<file path="src/rtl/hdg_pkg.sv">
// Shared types and constants for the HSV-to-GRB pixel color path.
`default_nettype none
package hdg_pkg;

    localparam logic [9:0]  HUE_WRAP   = 10'd360;
    localparam logic [9:0]  SECTOR_DEG = 10'd60;
    // 65536/60 rounded up; exact for reduced hues below 664
    localparam logic [10:0] SEC_RECIP  = 11'd1093;
    // 255/60 == 17/4
    localparam logic [9:0]  REM_MUL    = 10'd17;
    localparam logic [7:0]  CH_MAX     = 8'd255;
    localparam logic [3:0]  SEC_LAST   = 4'd11;

    localparam logic [3:0]  SEC_RED_YEL = 4'd0;
    localparam logic [3:0]  SEC_YEL_GRN = 4'd1;
    localparam logic [3:0]  SEC_GRN_CYN = 4'd2;
    localparam logic [3:0]  SEC_CYN_BLU = 4'd3;
    localparam logic [3:0]  SEC_BLU_MAG = 4'd4;

    typedef struct packed {
        logic [23:0] rgb;
        logic [7:0]  bright;
    } t_pix;

endpackage
`default_nettype wire

</file>
<file path="src/rtl/hdg_hsv.sv">
// Five-stage HSV-to-RGB converter with direct-color bypass.
`default_nettype none
module hdg_hsv
    import hdg_pkg::*;
(
    input  wire logic        i_clk,
    input  wire logic        i_rst_n,
    input  wire logic        i_valid,
    output logic             o_ready,
    input  wire logic        i_op,
    input  wire logic [9:0]  i_hue,
    input  wire logic [7:0]  i_saturation,
    input  wire logic [7:0]  i_level,
    input  wire logic [23:0] i_rgb_in,
    input  wire logic [7:0]  i_brightness,
    output logic             o_valid,
    input  wire logic        i_ready,
    output t_pix             o_pix
);

    logic r_v1, r_v2, r_v3, r_v4, r_v5;
    logic en1, en2, en3, en4, en5;

    assign en5 = !r_v5 || i_ready;
    assign en4 = !r_v4 || en5;
    assign en3 = !r_v3 || en4;
    assign en2 = !r_v2 || en3;
    assign en1 = !r_v1 || en2;
    assign o_ready = en1;
    assign o_valid = r_v5;

    // stage 1: hue fold and sector
    logic [9:0]  n1_hue;
    logic [20:0] n1_prod;
    logic [3:0]  n1_sec;
    logic [9:0]  r1_hue;
    logic [3:0]  r1_sec;
    logic        r1_op;
    logic [7:0]  r1_sat, r1_lvl, r1_bright;
    logic [23:0] r1_rgb;

    assign n1_hue  = (i_hue >= HUE_WRAP) ? (i_hue - HUE_WRAP) : i_hue;
    assign n1_prod = {11'd0, n1_hue} * {10'd0, SEC_RECIP};
    assign n1_sec  = n1_prod[19:16];

    // stage 2: remainder and p
    logic [9:0]  n2_off;
    logic [9:0]  n2_rem10;
    logic [15:0] n2_pprod;
    logic [7:0]  r2_rem, r2_p;
    logic [3:0]  r2_sec;
    logic        r2_op;
    logic [7:0]  r2_sat, r2_lvl, r2_bright;
    logic [23:0] r2_rgb;

    assign n2_off   = r1_hue - ({6'd0, r1_sec} * SECTOR_DEG);
    assign n2_rem10 = {4'd0, n2_off[5:0]} * REM_MUL;
    assign n2_pprod = {8'd0, r1_lvl} * {8'd0, CH_MAX - r1_sat};

    // stage 3: saturation scaling
    logic [15:0] n3_sq, n3_st;
    logic [7:0]  r3_sq, r3_st, r3_p;
    logic [3:0]  r3_sec;
    logic        r3_op;
    logic [7:0]  r3_lvl, r3_bright;
    logic [23:0] r3_rgb;

    assign n3_sq = {8'd0, r2_sat} * {8'd0, r2_rem};
    assign n3_st = {8'd0, r2_sat} * {8'd0, CH_MAX - r2_rem};

    // stage 4: q and t
    logic [15:0] n4_q, n4_t;
    logic [7:0]  r4_q, r4_t, r4_p;
    logic [3:0]  r4_sec;
    logic        r4_op;
    logic [7:0]  r4_lvl, r4_bright;
    logic [23:0] r4_rgb;

    assign n4_q = {8'd0, r3_lvl} * {8'd0, CH_MAX - r3_sq};
    assign n4_t = {8'd0, r3_lvl} * {8'd0, CH_MAX - r3_st};

    // stage 5: channel select
    logic [23:0] n5_hsv;
    t_pix        r5_pix;

    always_comb begin
        case (r4_sec)
            SEC_RED_YEL: n5_hsv = {r4_lvl, r4_t, r4_p};
            SEC_YEL_GRN: n5_hsv = {r4_q, r4_lvl, r4_p};
            SEC_GRN_CYN: n5_hsv = {r4_p, r4_lvl, r4_t};
            SEC_CYN_BLU: n5_hsv = {r4_p, r4_q, r4_lvl};
            SEC_BLU_MAG: n5_hsv = {r4_t, r4_p, r4_lvl};
            default:     n5_hsv = {r4_lvl, r4_p, r4_q};
        endcase
    end

    assign o_pix = r5_pix;

    always_ff @(posedge i_clk) begin
        if (!i_rst_n) begin
            r_v1 <= 1'b0;
            r_v2 <= 1'b0;
            r_v3 <= 1'b0;
            r_v4 <= 1'b0;
            r_v5 <= 1'b0;
        end else begin
            if (en1) r_v1 <= i_valid;
            if (en2) r_v2 <= r_v1;
            if (en3) r_v3 <= r_v2;
            if (en4) r_v4 <= r_v3;
            if (en5) r_v5 <= r_v4;
        end
    end

    always_ff @(posedge i_clk) begin
        if (en1) begin
            r1_hue    <= n1_hue;
            r1_sec    <= n1_sec;
            r1_op     <= i_op;
            r1_sat    <= i_saturation;
            r1_lvl    <= i_level;
            r1_rgb    <= i_rgb_in;
            r1_bright <= i_brightness;
        end
        if (en2) begin
            r2_rem    <= n2_rem10[9:2];
            r2_p      <= n2_pprod[15:8];
            r2_sec    <= r1_sec;
            r2_op     <= r1_op;
            r2_sat    <= r1_sat;
            r2_lvl    <= r1_lvl;
            r2_rgb    <= r1_rgb;
            r2_bright <= r1_bright;
        end
        if (en3) begin
            r3_sq     <= n3_sq[15:8];
            r3_st     <= n3_st[15:8];
            r3_p      <= r2_p;
            r3_sec    <= r2_sec;
            r3_op     <= r2_op;
            r3_lvl    <= r2_lvl;
            r3_rgb    <= r2_rgb;
            r3_bright <= r2_bright;
        end
        if (en4) begin
            r4_q      <= n4_q[15:8];
            r4_t      <= n4_t[15:8];
            r4_p      <= r3_p;
            r4_sec    <= r3_sec;
            r4_op     <= r3_op;
            r4_lvl    <= r3_lvl;
            r4_rgb    <= r3_rgb;
            r4_bright <= r3_bright;
        end
        if (en5) begin
            r5_pix.rgb    <= r4_op ? r4_rgb : n5_hsv;
            r5_pix.bright <= r4_bright;
        end
    end

    a_sec_range: assert property (@(posedge i_clk) disable iff (!i_rst_n)
        r_v1 |-> (r1_sec <= SEC_LAST))
        else $error("sector out of range");

    a_off_range: assert property (@(posedge i_clk) disable iff (!i_rst_n)
        r_v1 |-> (n2_off < SECTOR_DEG))
        else $error("sector remainder not below 60");

    a_qt_le_v: assert property (@(posedge i_clk) disable iff (!i_rst_n)
        r_v4 |-> ((r4_q <= r4_lvl) && (r4_t <= r4_lvl)))
        else $error("q or t above value");

    a_full_stall: assert property (@(posedge i_clk) disable iff (!i_rst_n)
        !o_ready |-> (r_v1 && r_v2 && r_v3 && r_v4 && r_v5 && !i_ready))
        else $error("back pressure with a bubble in the pipe");

endmodule
`default_nettype wire

</file>
<file path="src/rtl/hdg_dim.sv">
// Brightness scaler and GRB repack output stage.
`default_nettype none
module hdg_dim
    import hdg_pkg::*;
(
    input  wire logic        i_clk,
    input  wire logic        i_rst_n,
    input  wire logic        i_valid,
    output logic             o_ready,
    input  wire t_pix        i_pix,
    output logic             o_valid,
    input  wire logic        i_ready,
    output logic [23:0]      o_grb_word
);

    logic        en;
    logic        r_vld;
    logic [15:0] n_r, n_g, n_b;
    logic [23:0] r_grb;

    assign en      = !r_vld || i_ready;
    assign o_ready = en;
    assign o_valid = r_vld;
    assign o_grb_word = r_grb;

    assign n_r = {8'd0, i_pix.rgb[23:16]} * {8'd0, i_pix.bright};
    assign n_g = {8'd0, i_pix.rgb[15:8]}  * {8'd0, i_pix.bright};
    assign n_b = {8'd0, i_pix.rgb[7:0]}   * {8'd0, i_pix.bright};

    always_ff @(posedge i_clk) begin
        if (!i_rst_n) begin
            r_vld <= 1'b0;
        end else if (en) begin
            r_vld <= i_valid;
        end
    end

    always_ff @(posedge i_clk) begin
        if (en) begin
            r_grb <= {n_g[15:8], n_r[15:8], n_b[15:8]};
        end
    end

endmodule
`default_nettype wire

</file>
<file path="src/rtl/hsv_dim_grb_pixel.sv">
// Top level of the HSV/direct-color to dimmed GRB pixel path.
// One pixel beat is accepted every cycle while o_ready is high; each
// result passes through five converter stages plus the dimming output
// register, with the multiplies spread across the stages. Back pressure
// from i_ready stalls the pipe without dropping or repeating beats.
`default_nettype none
module hsv_dim_grb_pixel
    import hdg_pkg::*;
(
    input  wire logic        i_clk,
    input  wire logic        i_rst_n,
    input  wire logic        i_valid,
    output logic             o_ready,
    input  wire logic        i_op,
    input  wire logic [9:0]  i_hue,
    input  wire logic [7:0]  i_saturation,
    input  wire logic [7:0]  i_level,
    input  wire logic [23:0] i_rgb_in,
    input  wire logic [7:0]  i_brightness,
    output logic             o_valid,
    input  wire logic        i_ready,
    output logic [23:0]      o_grb_word
);

    logic hsv_valid;
    logic dim_ready;
    t_pix hsv_pix;

    hdg_hsv u_hsv (
        .i_clk        (i_clk),
        .i_rst_n      (i_rst_n),
        .i_valid      (i_valid),
        .o_ready      (o_ready),
        .i_op         (i_op),
        .i_hue        (i_hue),
        .i_saturation (i_saturation),
        .i_level      (i_level),
        .i_rgb_in     (i_rgb_in),
        .i_brightness (i_brightness),
        .o_valid      (hsv_valid),
        .i_ready      (dim_ready),
        .o_pix        (hsv_pix)
    );

    hdg_dim u_dim (
        .i_clk      (i_clk),
        .i_rst_n    (i_rst_n),
        .i_valid    (hsv_valid),
        .o_ready    (dim_ready),
        .i_pix      (hsv_pix),
        .o_valid    (o_valid),
        .i_ready    (i_ready),
        .o_grb_word (o_grb_word)
    );

endmodule
`default_nettype wire

</file>
<file path="config.mk">
export PLATFORM = sky130hd
export DESIGN_NAME = hsv_dim_grb_pixel
export DESIGN_NICKNAME = d
export VERILOG_FILES = /design/src/rtl/hdg_pkg.sv /design/src/rtl/hdg_hsv.sv /design/src/rtl/hdg_dim.sv /design/src/rtl/hsv_dim_grb_pixel.sv
export SDC_FILE = /design/constraint.sdc
export NUM_CORES = 1
export LEC_CHECK = 0
export ABC_AREA = 1
export BUFFER_PORTS_ARGS = -buffer_cell sky130_fd_sc_hd__buf_4
export CAP_MARGIN = 10
export CORE_MARGIN = 5
export CORE_UTILIZATION = 54
export DETAILED_ROUTE_END_ITERATION = 10
export PLACE_DENSITY = 0.71
export REMOVE_ABC_BUFFERS = 1
export SYNTH_ARGS = -nofsm -noshare
export SYNTH_HDL_FRONTEND = slang
export SYNTH_SLANG_ARGS = --single-unit
</file>
<file path="constraint.sdc">
create_clock -name i_clk -period 5.55 [get_ports i_clk]
set_clock_uncertainty 0.1 [all_clocks]
set_input_delay 0.2775 -clock i_clk [delete_from_list [all_inputs] [get_ports i_clk]]
set_output_delay 0.2775 -clock i_clk [all_outputs]
set_load 0.05 [all_outputs]
</file>
======== After elaboration in Yosys (flattened, before gate mapping) ========
Cells that the tools add are included.
word-level totals
  bits in registers ....................... 328
  logic and storage cells ................. 78
  input bits .............................. 63
  output and inout port bits .............. 26
operators by class
  add/sub/neg operators ................... 6
  multiply operators ...................... 11
  mux-type cells .......................... 3
  equality and inequality tests ........... 4
  reductions and logical operators ........ 13
  magnitude comparators ................... 1
operator list
  operator                                                             count
  multiplier 8 x 8 -> 16 bit                                           8
  case mux 24 bit (5 select lines)                                     1
  subtractor 8 bit (first input constant)                              4
  two-way mux 24 bit                                                   1
  multiplier 10 x 11 -> 20 bit (second input constant)                 1
  greater-or-equal comparator 10 x 9 -> 1 bit (second input constant)  1
  multiplier 6 x 5 -> 10 bit (second input constant)                   1
  two-way mux 10 bit                                                   1
  subtractor 10 x 9 -> 10 bit (second input constant)                  1
  equality test 4 x 2 -> 1 bit (second input constant)                 2
  logical NOT 1 bit                                                    6
  logical OR 1 bit                                                     6
  subtractor 6 bit                                                     1
  equality test 4 x 1 -> 1 bit (second input constant)                 1
  equality test 4 x 3 -> 1 bit (second input constant)                 1
  logical NOT 4 bit                                                    1
  multiplier 4 x 1 -> 4 bit (second input constant)                    1

======== Longest topological paths before layout ========
Gate-level depths: netlist (run 1).
  word-level depth ........................ 7
  mapped depth ............................ 26
  mapped depth without buffers ............ 26

======== By module ========
Synthesis (run 1) repeated with hierarchy kept, for this count alone.
unflattened totals
  cells, all modules ...................... 3,294
  area total of the unflattened synthesis .. 29,353.2 um^2
by module, submodules not included
  module   cells each  sequential area each (um^2)  times used  area an instance (um^2)
  hdg_hsv  2,265       9,048.7                      1           21,997.3
  hdg_dim  1,029       740.7                        1           7,355.8

======== Worst setup path before layout (run 1) ========
Ideal clock, no wire load.
  path type ............................... register to register
  start point ............................. reg u_dim.r_vld (netlist: u_dim.o_valid)
  end point ............................... reg u_hsv.r1_bright[0] (enable)
  path slack .............................. -0.086 ns
  setup time .............................. 0.763 ns
  required time ........................... 4.687 ns
  data arrival time ....................... 4.773 ns
  stages on the path, launching flop included .. 8
  buffers on the path ..................... 0
  clock period less this slack ............ 5.636 ns
  cells stage by stage .................... dfxtp_1 -> inv_1 -> nor2_2 -> nand2_1 -> nor2_2 -> nand2_1 -> nor2_2 -> nand2_1
between the ends
  longest elaborated chain between the ends .. 7
RTL lines
  what                    RTL line                 RTL
  start, declared         hdg_dim.sv:17            logic r_vld;
  start signal, assigned  hdg_dim.sv:34            r_vld <= i_valid;
  logical NOT 1 bit       hdg_dim.sv:21            assign en = !r_vld || i_ready;
  logical OR 1 bit        hdg_dim.sv:21
  logical OR 1 bit        hdg_hsv.sv:24            assign en5 = !r_v5 || i_ready;
  via u_hsv.en5           hdg_hsv.sv:22            logic en1, en2, en3, en4, en5;
  logical OR 1 bit        hdg_hsv.sv:25            assign en4 = !r_v4 || en5;
  logical OR 1 bit        hdg_hsv.sv:26            assign en3 = !r_v3 || en4;
  via u_hsv.en3           hdg_hsv.sv:22
  logical OR 1 bit        hdg_hsv.sv:27            assign en2 = !r_v2 || en3;
  logical OR 1 bit        hdg_hsv.sv:28            assign en1 = !r_v1 || en2;
  via o_ready             hsv_dim_grb_pixel.sv:13  output logic o_ready,
  end signal, assigned    hdg_hsv.sv:123           r1_bright <= i_brightness;
  end, declared           hdg_hsv.sv:39            logic [7:0] r1_sat, r1_lvl, r1_bright;
The timed path passes the listed nets, and every way through them passes these cells.
A chain may end at the register's enable or synchronous reset.

======== Worst setup path in the final report (run 1) ========
  start point ............................. reg u_hsv.r5_pix, in the netlist u_hsv.o_pix[3]
  end point ............................... reg u_dim.r_grb[6] (netlist: u_dim.o_grb_word[6]) (data pin)
between the ends
  longest elaborated chain between the ends .. 1
RTL lines
  what                        RTL line       RTL
  start, declared             hdg_hsv.sv:84  t_pix r5_pix;
  multiplier 8 x 8 -> 16 bit  hdg_dim.sv:28  assign n_b = {8'd0, i_pix.rgb[7:0]} * {8'd0, i_pix.bright};
  via u_dim.n_b[14]           hdg_dim.sv:18  logic [15:0] n_r, n_g, n_b;
  end signal, assigned        hdg_dim.sv:40  r_grb <= {n_g[15:8], n_r[15:8], n_b[15:8]};
  end, declared               hdg_dim.sv:19  logic [23:0] r_grb;
The timed path passes the listed nets, and every way through them passes these cells.

==> key figures, run 1 <==
Outcome
  – Outcome: completed

Routing
  – Residual DRC: 0
  – Post-route ant nets: 0
  – Via density: 5.060
  – DR pass1 iterations: 6
  – WL final: 62,360 um
  – DRT iter0 DRCs: 1,394
  – Via count: 20,930
  – Post-DR wirelength/cell: 15.07 um

Setup path
  – Setup CP Type: reg -> reg
  – CP Cell Sequence: nand2_1 > fa_1 > fa_1 > inv_1 > fa_1 > inv_1 > fa_1 > inv_1 > ha_1 > a21o_1 > nand2_1 > nand2_1 > inv_1 > nor2_1 > nor2_1 > nand2_1 > nand2_1 > nand2_1
  – Capturing point of the worst reg2reg path: u_dim.o_grb_word[6]
  – Worst path bufs/invs: 4
  – Setup crit start kind: register
  – Kind of end point of the critical path: register
  – Crit Path Max Fanout: 24
  – Setup slack, reg-to-reg: 0.93 ns
  – Crit-path max cell delay: 0.96 ns
  – Worst R2R Path Depth: 18
  – Most used cell, CP: nand2_1
  – Critical-path top delay cell: edfxtp_1
  – Delay-heaviest family, CP: adder cells
  – Worst EP arrival: 4.84 ns
  – Worst path required time: 5.77 ns
  – R2R Path Start: u_hsv.o_pix[3]

Floorplan
  – DIE AREA: 59,280 sq um
  – I/O pins: 89
  – Initial Util: 0.5459
  – Die X-Extent: 243.5 um
  – Die Y: 243.5 um
  – Cell Rows: 85
  – Core area: 53,920 sq um

Global routing
  – Global-route wire length before repair: 104,200 um
  – Gr usage total: 0.2135
  – Antenna violations before repair: 2
  – Grt total ovfl: 0
  – Largest net degree at the start of global routing: 71
  – Vias in the first global route: 21,280

Synth
  – Main combinational cell family by area after synthesis: adder cells
  – Post-synth EDFFs: 322
  – Avg Inst Size Synth: 8.968 sq um
  – Post-synthesis mux area share: 0
  – Flops & latches, synth: 328
  – Post-Syn Area: 29,430 sq um
  – Primary FF master, synth: edfxtp_1
  – Post-Synth Simple-Gate Area: 0.1678
  – Fraction of the mapped netlist area in compound gates: 0.04179
  – Asr flop ratio synth: 0
  – Seq/Total Area, Yosys: 0.3326
  – Yosys Warn Count: 0
  – Adder-Cell Fraction of Synth Area: 0.3310
  – Synth unique cells: 39
  – Mapped Cells: 3,282
  – XOR/XNOR share of the synthesized area: 0.01488

Worst hold path
  – Worst hold path type: in -> reg
  – Min-delay src: i_hue[3]
  – Hold Crit Depth: 2
  – Hold Path End: u_hsv.r1_hue[3]

Clocking
  – CTS Buf Count: 38
  – Cts repair resizes: 0
  – CTS Hold Bufs: 55
  – Clock Pin Slew Worst Setup and Hold Paths: 0.06 ns
  – Clk sinks: 328
  – Clock Latency Late Sink: 0.57 ns
  – H-tree depth: 2
  – Post-CTS setup buffers: 0
  – Clk buf depth: 3
  – Root Buffer: clkbuf_16
  – CTS tree: done

STA
  – Rel. slew slack: 0.2326
  – RSZ-0062 raised after global routing: no
  – Final Hold Viols: 0
  – Min Clock Period, post-route: 4.618 ns
  – Final setup fails: 0
  – Worst-Margin Slew: 1.150 ns
  – Crit share post-route: 0.8321
  – Final worst slack: 0.9316 ns
  – Fmax: 0.2165 GHz
  – Fin. max-slew vios: 0

Layout
  – Area occupied by multi-input gates: 16,360 sq um
  – Core Util, Final: 0.6052
  – Commonest non-fill, non-tap cell in the layout: nand2_1
  – Share of cells above drive strength 1: 0.05843
  – FF/Latch Area: 9789 sq um
  – Filler instances: 4,574
  – Nets: 4,078
  – Most frequent cells in the layout: 816 x nand2_1, 797 x inv_1, 322 x edfxtp_1
  – Area Overhead vs Synth: 10.87%

Job
  – Maximum capacitance violations: 0

Placed design
  – GPL Wtd Cong: 0.8972
  – Hpwl dp: 47,920 um
  – Placement Setup Slack: 0.9229 ns
  – Port Buffer Count: 88
layout make-up:
class	count	share of cell area
Inverter	801	0.09213
Sequential cell	328	0.3000
Antenna cell	1	0.00007668
Timing Repair Buffer	153	0.03941
Multi-Input combinational cell	2089	0.5014
Tap cell	696	0.02669
Clock buffer	42	0.02960
Clock inverter	27	0.01070
cells by family (layout without fill, tap and decap cells):
| logic type | Yosys count | count (layout) |
|---|---|---|
| xor gates and xnor gates | 50 | 50 |
| other | 0 | 1 |
| adders and majority gates | 604 | 604 |
| DFF | 328 | 328 |
| and+or+nand+nor | 1238 | 1238 |
| AOI/OAI and AO/OA | 197 | 197 |
| buffers and inverters | 865 | 1023 |
synthesized netlist by cell type (16+ instances only):
cell / count / share of area
nand3_1: 107 / 0.018
nor3_1: 16 / 0.0027
nand2_1: 818 / 0.10
inv_1: 799 / 0.10
ha_1: 313 / 0.13
edfxtp_1: 322 / 0.33
a21oi_1: 89 / 0.015
clkbuf_1: 42 / 0.0054
nor2_1: 265 / 0.034
xor2_1: 38 / 0.011
o21bai_1: 17 / 0.0043
fa_1: 291 / 0.20
o21ai_0: 41 / 0.0070
worst max path at each step:
stage                   startpoint                   end  slack [ns]  depth (start not counted)
floorplan            u_dim.o_valid    u_hsv.r1_bright[0]       -0.09                          7
global placement    u_hsv.o_pix[2]  u_dim.o_grb_word[14]        0.96                         18
detailed placement  u_hsv.o_pix[2]   u_dim.o_grb_word[6]        0.92                         18
CTS                 u_hsv.o_pix[2]  u_dim.o_grb_word[14]        0.92                         18
global route        u_hsv.o_pix[3]   u_dim.o_grb_word[4]        0.57                         16
finish              u_hsv.o_pix[3]   u_dim.o_grb_word[6]        0.93                         18
sequential cells by signal, summed over array words and instances (netlist names), 24 cells and up:
name / count
u_hsv.r1_rgb: 24
u_hsv.o_pix: 32
u_hsv.r4_rgb: 24
u_dim.o_grb_word: 24
u_hsv.r3_rgb: 24
u_hsv.r2_rgb: 24
metrics by stage:
step / area (sq um) / hold WS, ns / cells / TNS (ns)
floorplan: 29140 / 0.2764 / 3218 / -5.049
global placement: 30770 / 0.3005 / 4012 / 0
detailed placement: 30770 / 0.3045 / 4012 / 0
CTS: 32630 / 0.05983 / 4136 / 0
global route: 32630 / 0.09450 / 4137 / 0
finish: 32630 / 0.07609 / 4137 / 0
layer usage:
layer | vias up | global-route usage | wire length [um]
li1 | 10340 | - | -
met1 | 9929 | 0.2774 | 26490
met3 | 123 | 0.02959 | 3152
met4 | 2 | 0.06893 | 1910
met5 | - | 0 | 20
met2 | 538 | 0.3722 | 30790
Power of run 1 is not shown: default switching activity piles up to over one toggle a cycle in this logic, so the estimate is an artifact.
==> run 2, diff against run 1 <==
--- a/config.mk
+++ b/config.mk
@@ -5,13 +5,13 @@
 export SDC_FILE = /design/constraint.sdc
 export NUM_CORES = 1
 export LEC_CHECK = 0
-export ABC_AREA = 1
+export ABC_AREA = 0
 export BUFFER_PORTS_ARGS = -buffer_cell sky130_fd_sc_hd__buf_4
 export CAP_MARGIN = 10
 export CORE_MARGIN = 5
 export CORE_UTILIZATION = 54
 export DETAILED_ROUTE_END_ITERATION = 10
-export PLACE_DENSITY = 0.71
+export PLACE_DENSITY = 0.74
 export REMOVE_ABC_BUFFERS = 1
 export SYNTH_ARGS = -nofsm -noshare
 export SYNTH_HDL_FRONTEND = slang
==> constraint.sdc (replaced) <==
create_clock -name i_clk -period 4 [get_ports i_clk]
set_clock_uncertainty 0.1 [all_clocks]
set_input_delay 0.2 -clock i_clk [delete_from_list [all_inputs] [get_ports i_clk]]
set_output_delay 0.2 -clock i_clk [all_outputs]
set_load 0.05 [all_outputs]
==> key figures, run 2 <==
Setup path
  – Kind of end point of the critical path: register (unchanged)
  – R2R Path Start: u_hsv.o_pix[3] (unchanged)
  – Capturing point of the worst reg2reg path: u_dim.o_grb_word[20] (was u_dim.o_grb_word[6])
  – Setup crit start kind: register (unchanged)
  – Worst R2R Path Depth: 17 (was 18)
  – Most used cell, CP: fa_1 (was nand2_1)
  – Worst path bufs/invs: 5 (was 4)
  – Critical-path top delay cell: fa_1 (was edfxtp_1)
  – Worst path required time: 4.18 ns (was 5.77 ns)
  – Crit-path max cell delay: 0.55 ns (was 0.96 ns)
  – Setup slack, reg-to-reg: -0.66 ns (was 0.93 ns)
  – CP Cell Sequence: buf_4 > nand2_2 > fa_1 > fa_1 > inv_2 > fa_1 > inv_1 > fa_1 > inv_2 > ha_4 > a2111oi_4 > o31ai_4 > nand3_2 > buf_6 > nand2_4 > a21oi_2 > xnor2_1 (was nand2_1 > fa_1 > fa_1 > inv_1 > fa_1 > inv_1 > fa_1 > inv_1 > ha_1 > a21o_1 > nand2_1 > nand2_1 > inv_1 > nor2_1 > nor2_1 > nand2_1 > nand2_1 > nand2_1)
  – Delay-heaviest family, CP: adder cells (unchanged)
  – Worst EP arrival: 4.84 ns (about the same)
  – Crit Path Max Fanout: 5 (was 24)
  – Setup CP Type: reg -> reg (unchanged)

Clocking
  – Clock Pin Slew Worst Setup and Hold Paths: 0.06 ns (about the same)
  – Clk sinks: 328 (unchanged)
  – CTS Buf Count: 36 (was 38)
  – CTS tree: done (unchanged)
  – Clk buf depth: 3 (unchanged)
  – Root Buffer: clkbuf_16 (unchanged)
  – H-tree depth: 2 (unchanged)
  – Clock Latency Late Sink: 0.56 ns (was 0.57 ns)

Routing
  – Post-DR wirelength/cell: 18.66 um (was 15.07 um)
  – Residual DRC: 0 (unchanged)
  – DRT iter0 DRCs: 1,221 (was 1,394)
  – Via density: 5.402 (was 5.060)
  – WL final: 67,190 um (was 62,360 um)
  – DR pass1 iterations: 6 (unchanged)
  – Via count: 19,450 (was 20,930)
  – Post-route ant nets: 0 (unchanged)

Floorplan
  – Core area: 50,380 sq um (was 53,920 sq um)
  – Initial Util: 0.5482 (was 0.5459)
  – DIE AREA: 55,770 sq um (was 59,280 sq um)
  – Die Y: 236.2 um (was 243.5 um)
  – I/O pins: 89 (unchanged)
  – Die X-Extent: 236.2 um (was 243.5 um)
  – Cell Rows: 82 (was 85)

Placed design
  – Hpwl dp: 47,970 um (was 47,920 um)
  – Port Buffer Count: 88 (unchanged)
  – DP Cell Count: 3,394 (was 4,012)
  – GPL Wtd Cong: 0.9057 (was 0.8972)

Global routing
  – Grt total ovfl: 0 (unchanged)
  – Gr usage total: 0.2351 (was 0.2135)
  – Largest net degree at the start of global routing: 71 (unchanged)
  – Global-route wire length before repair: 107,400 um (was 104,200 um)
  – Antenna violations before repair: 0 (was 2)
  – Vias in the first global route: 21,300 (was 21,280)

Synth
  – Synth area leaders: edfxtp_1 35%, fa_1 21%, ha_1 14%, inv_1 5.5%, and2_1 3.4% (was edfxtp_1 33%, fa_1 20%, ha_1 13%, nand2_1 10%, inv_1 10%)
  – Post-Syn Area: 27,620 sq um (was 29,430 sq um)
  – Count leader, synth: inv_1 (was nand2_1)
  – Yosys top cell area share: 0.3501 (was 0.3285)
  – Primary FF master, synth: edfxtp_1 (unchanged)
  – Synth unique cells: 66 (was 39)
  – Flops & latches, synth: 328 (unchanged)
  – Mapped Cells: 2,407 (was 3,282)
  – Post-synth EDFFs: 322 (unchanged)
  – Yosys Warn Count: 0 (unchanged)
  – Avg Inst Size Synth: 11.47 sq um (was 8.968 sq um)
  – Asr flop ratio synth: 0 (unchanged)
  – Synth cell count leaders: 404 x inv_1, 322 x edfxtp_1, 313 x ha_1 (was 818 x nand2_1, 799 x inv_1, 322 x edfxtp_1)
  – Top cell type by total area after synthesis: edfxtp_1 (unchanged)
  – Seq/Total Area, Yosys: 0.3545 (was 0.3326)

STA
  – Rel. slew slack: 0.1905 (was 0.2326)
  – Final worst slack: -0.6636 ns (was 0.9316 ns)
  – Fin. max-slew vios: 0 (unchanged)
  – Fmax: 0.2144 GHz (was 0.2165 GHz)
  – Worst-Margin Slew: 1.213 ns (was 1.150 ns)
  – Final Hold Viols: 0 (unchanged)
  – Final setup fails: 63 (was 0)
  – Min Clock Period, post-route: 4.664 ns (was 4.618 ns)
  – RSZ-0062 raised after global routing: yes (was no)
  – Crit share post-route: 1.166 (was 0.8321)

Layout
  – Filler instances: 3,272 (was 4,574)
  – Most frequent cells in the layout: 375 x buf_4, 362 x inv_1, 322 x edfxtp_1 (was 816 x nand2_1, 797 x inv_1, 322 x edfxtp_1)
  – Nets: 3,568 (was 4,078)
  – FF/Latch Area: 9789 sq um (unchanged)
  – Final std cells w/o fill: 3,601 (was 4,137)
  – Largest register FFs: 32 (unchanged)
  – Area occupied by multi-input gates: 17,880 sq um (was 16,360 sq um)
  – # diodes: 0 (was 1)
  – Share of cells above drive strength 1: 0.2820 (was 0.05843)
  – Area Overhead vs Synth: 28.63% (was 10.87%)
  – Commonest non-fill, non-tap cell in the layout: buf_4 (was nand2_1)

Outcome
  – Failing checks: negative setup slack
  – Outcome: finished, violations left (was completed)

Worst hold path
  – Hold Path End: u_hsv.r1_hue[5] (was u_hsv.r1_hue[3])
  – Worst hold path type: in -> reg (unchanged)
  – Min-delay src: i_hue[5] (was i_hue[3])
  – Hold Crit Depth: 4 (was 2)

Job
  – Maximum capacitance violations: 0 (unchanged)
-- run 2: logic make-up after synthesis --
group | synth area share
fa+ha+maj | 0.3527
compound gates | 0.05962
buf+inv | 0.06293
xor+xnor | 0.02442
mux | 0.009786
flops | 0.3545
simple gates | 0.1360
-- run 2: cell type report --
class | instances | share of cell area
clock buffers | 46 | 0.02790
clock inverters | 20 | 0.005635
inverters | 404 | 0.04269
multi-input cells | 1618 | 0.5035
flip-flops and latches | 328 | 0.2756
well taps | 672 | 0.02367
repair buffers | 513 | 0.1211
-- run 2: timing repair --
action	in CTS	in global routing
pin swaps	165	133
hold buffers	55	0
endpoints found under the setup margin	62	67
cloned	1	1
endpoints found under the hold margin	58	0
resized for setup	268	175
setup buffers	58	47
-- run 2: worst max path at each step --
stage | from | end | cells past startpoint
after floorplan | u_dim.o_valid | u_hsv.r1_bright[0] | 5
after global placement | u_hsv.r3_st[2] | u_hsv.r4_t[4] | 16
after detailed placement | u_hsv.r3_lvl[5] | u_hsv.r4_t[4] | 16
after CTS | u_hsv.r2_sat[3] | u_hsv.r3_st[7] | 15
after global routing | u_hsv.o_pix[3] | u_dim.o_grb_word[20] | 17
final | u_hsv.o_pix[3] | u_dim.o_grb_word[20] | 17
-- run 2: per-stage QoR --
step | utilization | cell area [sq um] | setup TNS [ns] | setup WS [ns] | hold WS (ns)
3_5_place_dp | 0.6164 | 31050 | -33.98 | -0.8152 | 0.2793
2_1_floorplan | - | 27400 | -230.51 | -1.712 | 0.1989
3_3_place_gp | 0.6164 | 31050 | -29.36 | -0.7296 | 0.2783
5_1_grt | 0.7052 | 35520 | -34.30 | -0.7762 | 0.1473
4_1_cts | 0.6843 | 34470 | -22.43 | -0.5623 | 0.09256
6_report | 0.7052 | 35520 | -26.90 | -0.6636 | 0.1683
-- run 2: routing by layer --
metal  vias up  wire length (um)  GRT usage
met5         -                 0          0
met4         0              2324    0.07504
met3       168              2758    0.03189
met2       535             36390     0.4400
met1      9797             25720     0.2802
li1       8951                 -          -
-- run 2: worst reg2reg max path, cell delays in order, from the launching register on --
cell and delay, ns:
edfxtp_1 0.52, buf_4 0.20, nand2_2 0.06, fa_1 0.43
fa_1 0.55, inv_2 0.05, fa_1 0.47, inv_1 0.05
fa_1 0.50, inv_2 0.05, ha_4 0.22, a2111oi_4 0.42
o31ai_4 0.17, nand3_2 0.16, buf_6 0.12, nand2_4 0.05
a21oi_2 0.18, xnor2_1 0.12
Power of run 2 is left out for the same reason.
==> run 3, diff against run 2 <==
--- a/config.mk
+++ b/config.mk
@@ -11,7 +11,7 @@
 export CORE_MARGIN = 5
 export CORE_UTILIZATION = 54
 export DETAILED_ROUTE_END_ITERATION = 10
-export PLACE_DENSITY = 0.74
+export PLACE_DENSITY = 0.71
 export REMOVE_ABC_BUFFERS = 1
 export SYNTH_ARGS = -nofsm -noshare
 export SYNTH_HDL_FRONTEND = slang
==> constraint.sdc (replaced) <==
create_clock -name i_clk -period 5.04 [get_ports i_clk]
set_clock_uncertainty 0.1 [all_clocks]
set_input_delay 0.252 -clock i_clk [delete_from_list [all_inputs] [get_ports i_clk]]
set_output_delay 0.252 -clock i_clk [all_outputs]
set_load 0.05 [all_outputs]
==> key figures, run 3 (same netlist as run 2, synthesis figures left out) <==
Outcome
  – Outcome: completed (was finished, violations left)

Routing
  – Post-route ant nets: 0 (unchanged)
  – Via count: 17,630 (was 19,450)
  – WL final: 57,210 um (was 67,190 um)
  – DRT iter0 DRCs: 956 (was 1,221)
  – Via density: 5.340 (was 5.402)
  – DR pass1 iterations: 6 (unchanged)
  – Post-DR wirelength/cell: 17.33 um (was 18.66 um)
  – Residual DRC: 0 (unchanged)

Job
  – Maximum capacitance violations: 0 (unchanged)

Floorplan
  – DIE AREA: 55,770 sq um (unchanged)
  – Core area: 50,380 sq um (unchanged)
  – Initial Util: 0.5482 (unchanged)
  – Die X-Extent: 236.2 um (unchanged)
  – I/O pins: 89 (unchanged)
  – Die Y: 236.2 um (unchanged)
  – Cell Rows: 82 (unchanged)

STA
  – Worst-Margin Slew: 1.150 ns (was 1.213 ns)
  – Rel. slew slack: 0.2335 (was 0.1905)
  – Fin Setup TNS: 0 ns (was -26.90 ns)
  – Fmax: 0.2040 GHz (was 0.2144 GHz)
  – Min Clock Period, post-route: 4.901 ns (was 4.664 ns)
  – Final Hold Viols: 0 (unchanged)
  – Final setup fails: 0 (was 63)
  – Crit share post-route: 0.9725 (was 1.166)
  – RSZ-0062 raised after global routing: no (was yes)
  – Worst hold margin: 0.08788 ns (was 0.1683 ns)
  – Fin. max-slew vios: 0 (unchanged)
  – Final worst slack: 0.1387 ns (was -0.6636 ns)

Setup path
  – Setup crit start kind: register (unchanged)
  – Worst Setup SP: u_hsv.o_pix[6] (was u_hsv.o_pix[3])
  – Most used cell, CP: fa_1 (unchanged)
  – CP Cell Sequence: buf_4 > nand2_1 > fa_1 > fa_1 > fa_1 > fa_1 > inv_1 > ha_1 > a21oi_1 > o2111a_1 > a211o_1 > nand2_1 > o41ai_1 > xnor2_1 (was buf_4 > nand2_2 > fa_1 > fa_1 > inv_2 > fa_1 > inv_1 > fa_1 > inv_2 > ha_4 > a2111oi_4 > o31ai_4 > nand3_2 > buf_6 > nand2_4 > a21oi_2 > xnor2_1)
  – Setup slack, reg-to-reg: 0.14 ns (was -0.66 ns)
  – Kind of end point of the critical path: register (unchanged)
  – R2R Path Start: u_hsv.o_pix[6] (was u_hsv.o_pix[3])
  – Critical-path top delay cell: edfxtp_1 (was fa_1)
  – Worst path required time: 5.21 ns (was 4.18 ns)
  – Crit-path max cell delay: 0.53 ns (was 0.55 ns)
  – Worst path bufs/invs: 2 (was 5)
  – Setup CP Type: reg -> reg (unchanged)
  – Worst EP arrival: 5.08 ns (was 4.84 ns)
  – Crit Path Max Fanout: 15 (was 5)
  – Delay-heaviest family, CP: adder cells (unchanged)

Placed design
  – Port Buffer Count: 88 (unchanged)
  – Hpwl dp: 43,900 um (was 47,970 um)
  – GPL Wtd Cong: 0.8484 (was 0.9057)
  – Placement Setup Slack: 0.1111 ns (was -0.8152 ns)

Clocking
  – Clk sinks: 328 (unchanged)
  – CTS Buf Count: 36 (unchanged)
  – Clock Pin Slew Worst Setup and Hold Paths: 0.06 ns (about the same)
  – Clock Latency Late Sink: 0.55 ns (was 0.56 ns)
  – Clk buf depth: 3 (unchanged)
  – CTS tree: done (unchanged)
  – Root Buffer: clkbuf_16 (unchanged)
  – H-tree depth: 2 (unchanged)

Worst hold path
  – Worst hold path type: in -> reg (unchanged)
  – Min-delay src: i_hue[3] (was i_hue[5])

Layout
  – Largest register FFs: 32 (unchanged)
  – Commonest non-fill, non-tap cell in the layout: inv_1 (was buf_4)
  – FF/Latch Area: 9789 sq um (unchanged)
  – Area Overhead vs Synth: 13.06% (was 28.63%)
  – # diodes: 0 (unchanged)
  – Area occupied by multi-input gates: 16,110 sq um (was 17,880 sq um)
  – Most frequent cells in the layout: 403 x inv_1, 322 x edfxtp_1, 313 x ha_1 (was 375 x buf_4, 362 x inv_1, 322 x edfxtp_1)
  – Share of cells above drive strength 1: 0.09547 (was 0.2820)
  – Nets: 3,269 (was 3,568)
  – Filler instances: 3,951 (was 3,272)

Global routing
  – Gr usage total: 0.2095 (was 0.2351)
  – Vias in the first global route: 19,070 (was 21,300)
  – Antenna violations before repair: 0 (unchanged)
  – Grt total ovfl: 0 (unchanged)
  – Global-route wire length before repair: 95,810 um (was 107,400 um)
  – Largest net degree at the start of global routing: 71 (unchanged)
run 3: cell count changes in the layout (fill, tap and decap cells not counted), sizes merged:
cell	before	now
clkinv	11	12
clkinvlp	3	4
dlygate4sd3	55	56
clkbuf	46	42
buf	458	158
bufinv	3	4
run 3: final cells by class:
class	instances	share of cell area
inverters	404	0.04857
repair buffers	214	0.05690
well taps	672	0.02693
clock inverters	23	0.008735
flip-flops and latches	328	0.3135
clock buffers	42	0.02957
multi-input cells	1618	0.5158
run 3: final timing paths:
path | end | cells past startpoint
worst max register to register | u_dim.o_grb_word[6] | 14
worst max-delay path | u_dim.o_grb_word[6] | 14
worst min-delay path | u_hsv.r1_hue[3] | 2
worst min register to register | u_hsv.r2_rgb[20] | 0
run 3: routing by layer:
layer / vias to the layer above / GRT usage / wire (um)
met4: 0 / 0.07714 / 2106
li1: 8346 / - / -
met2: 386 / 0.3677 / 28790
met5: - / 0 / 0
met1: 8774 / 0.2676 / 24090
met3: 121 / 0.02722 / 2228
run 3: stage by stage:
step           utilization  cells  area, sq um
2_1_floorplan            -   2350        27400
3_3_place_gp        0.5832   3171        29380
3_5_place_dp        0.5832   3171        29380
4_1_cts             0.6181   3292        31130
5_1_grt             0.6198   3301        31220
6_report            0.6198   3301        31220
run 3: repair_timing:
action                                  4_1_cts  5_1_grt
hold buffers                                 56        0
endpoints found under the setup margin        0        6
gates resized for setup                       0        1
endpoints found under the hold margin        58        0
buffers inserted                              0        8
Power of run 3 is left out for the same reason.
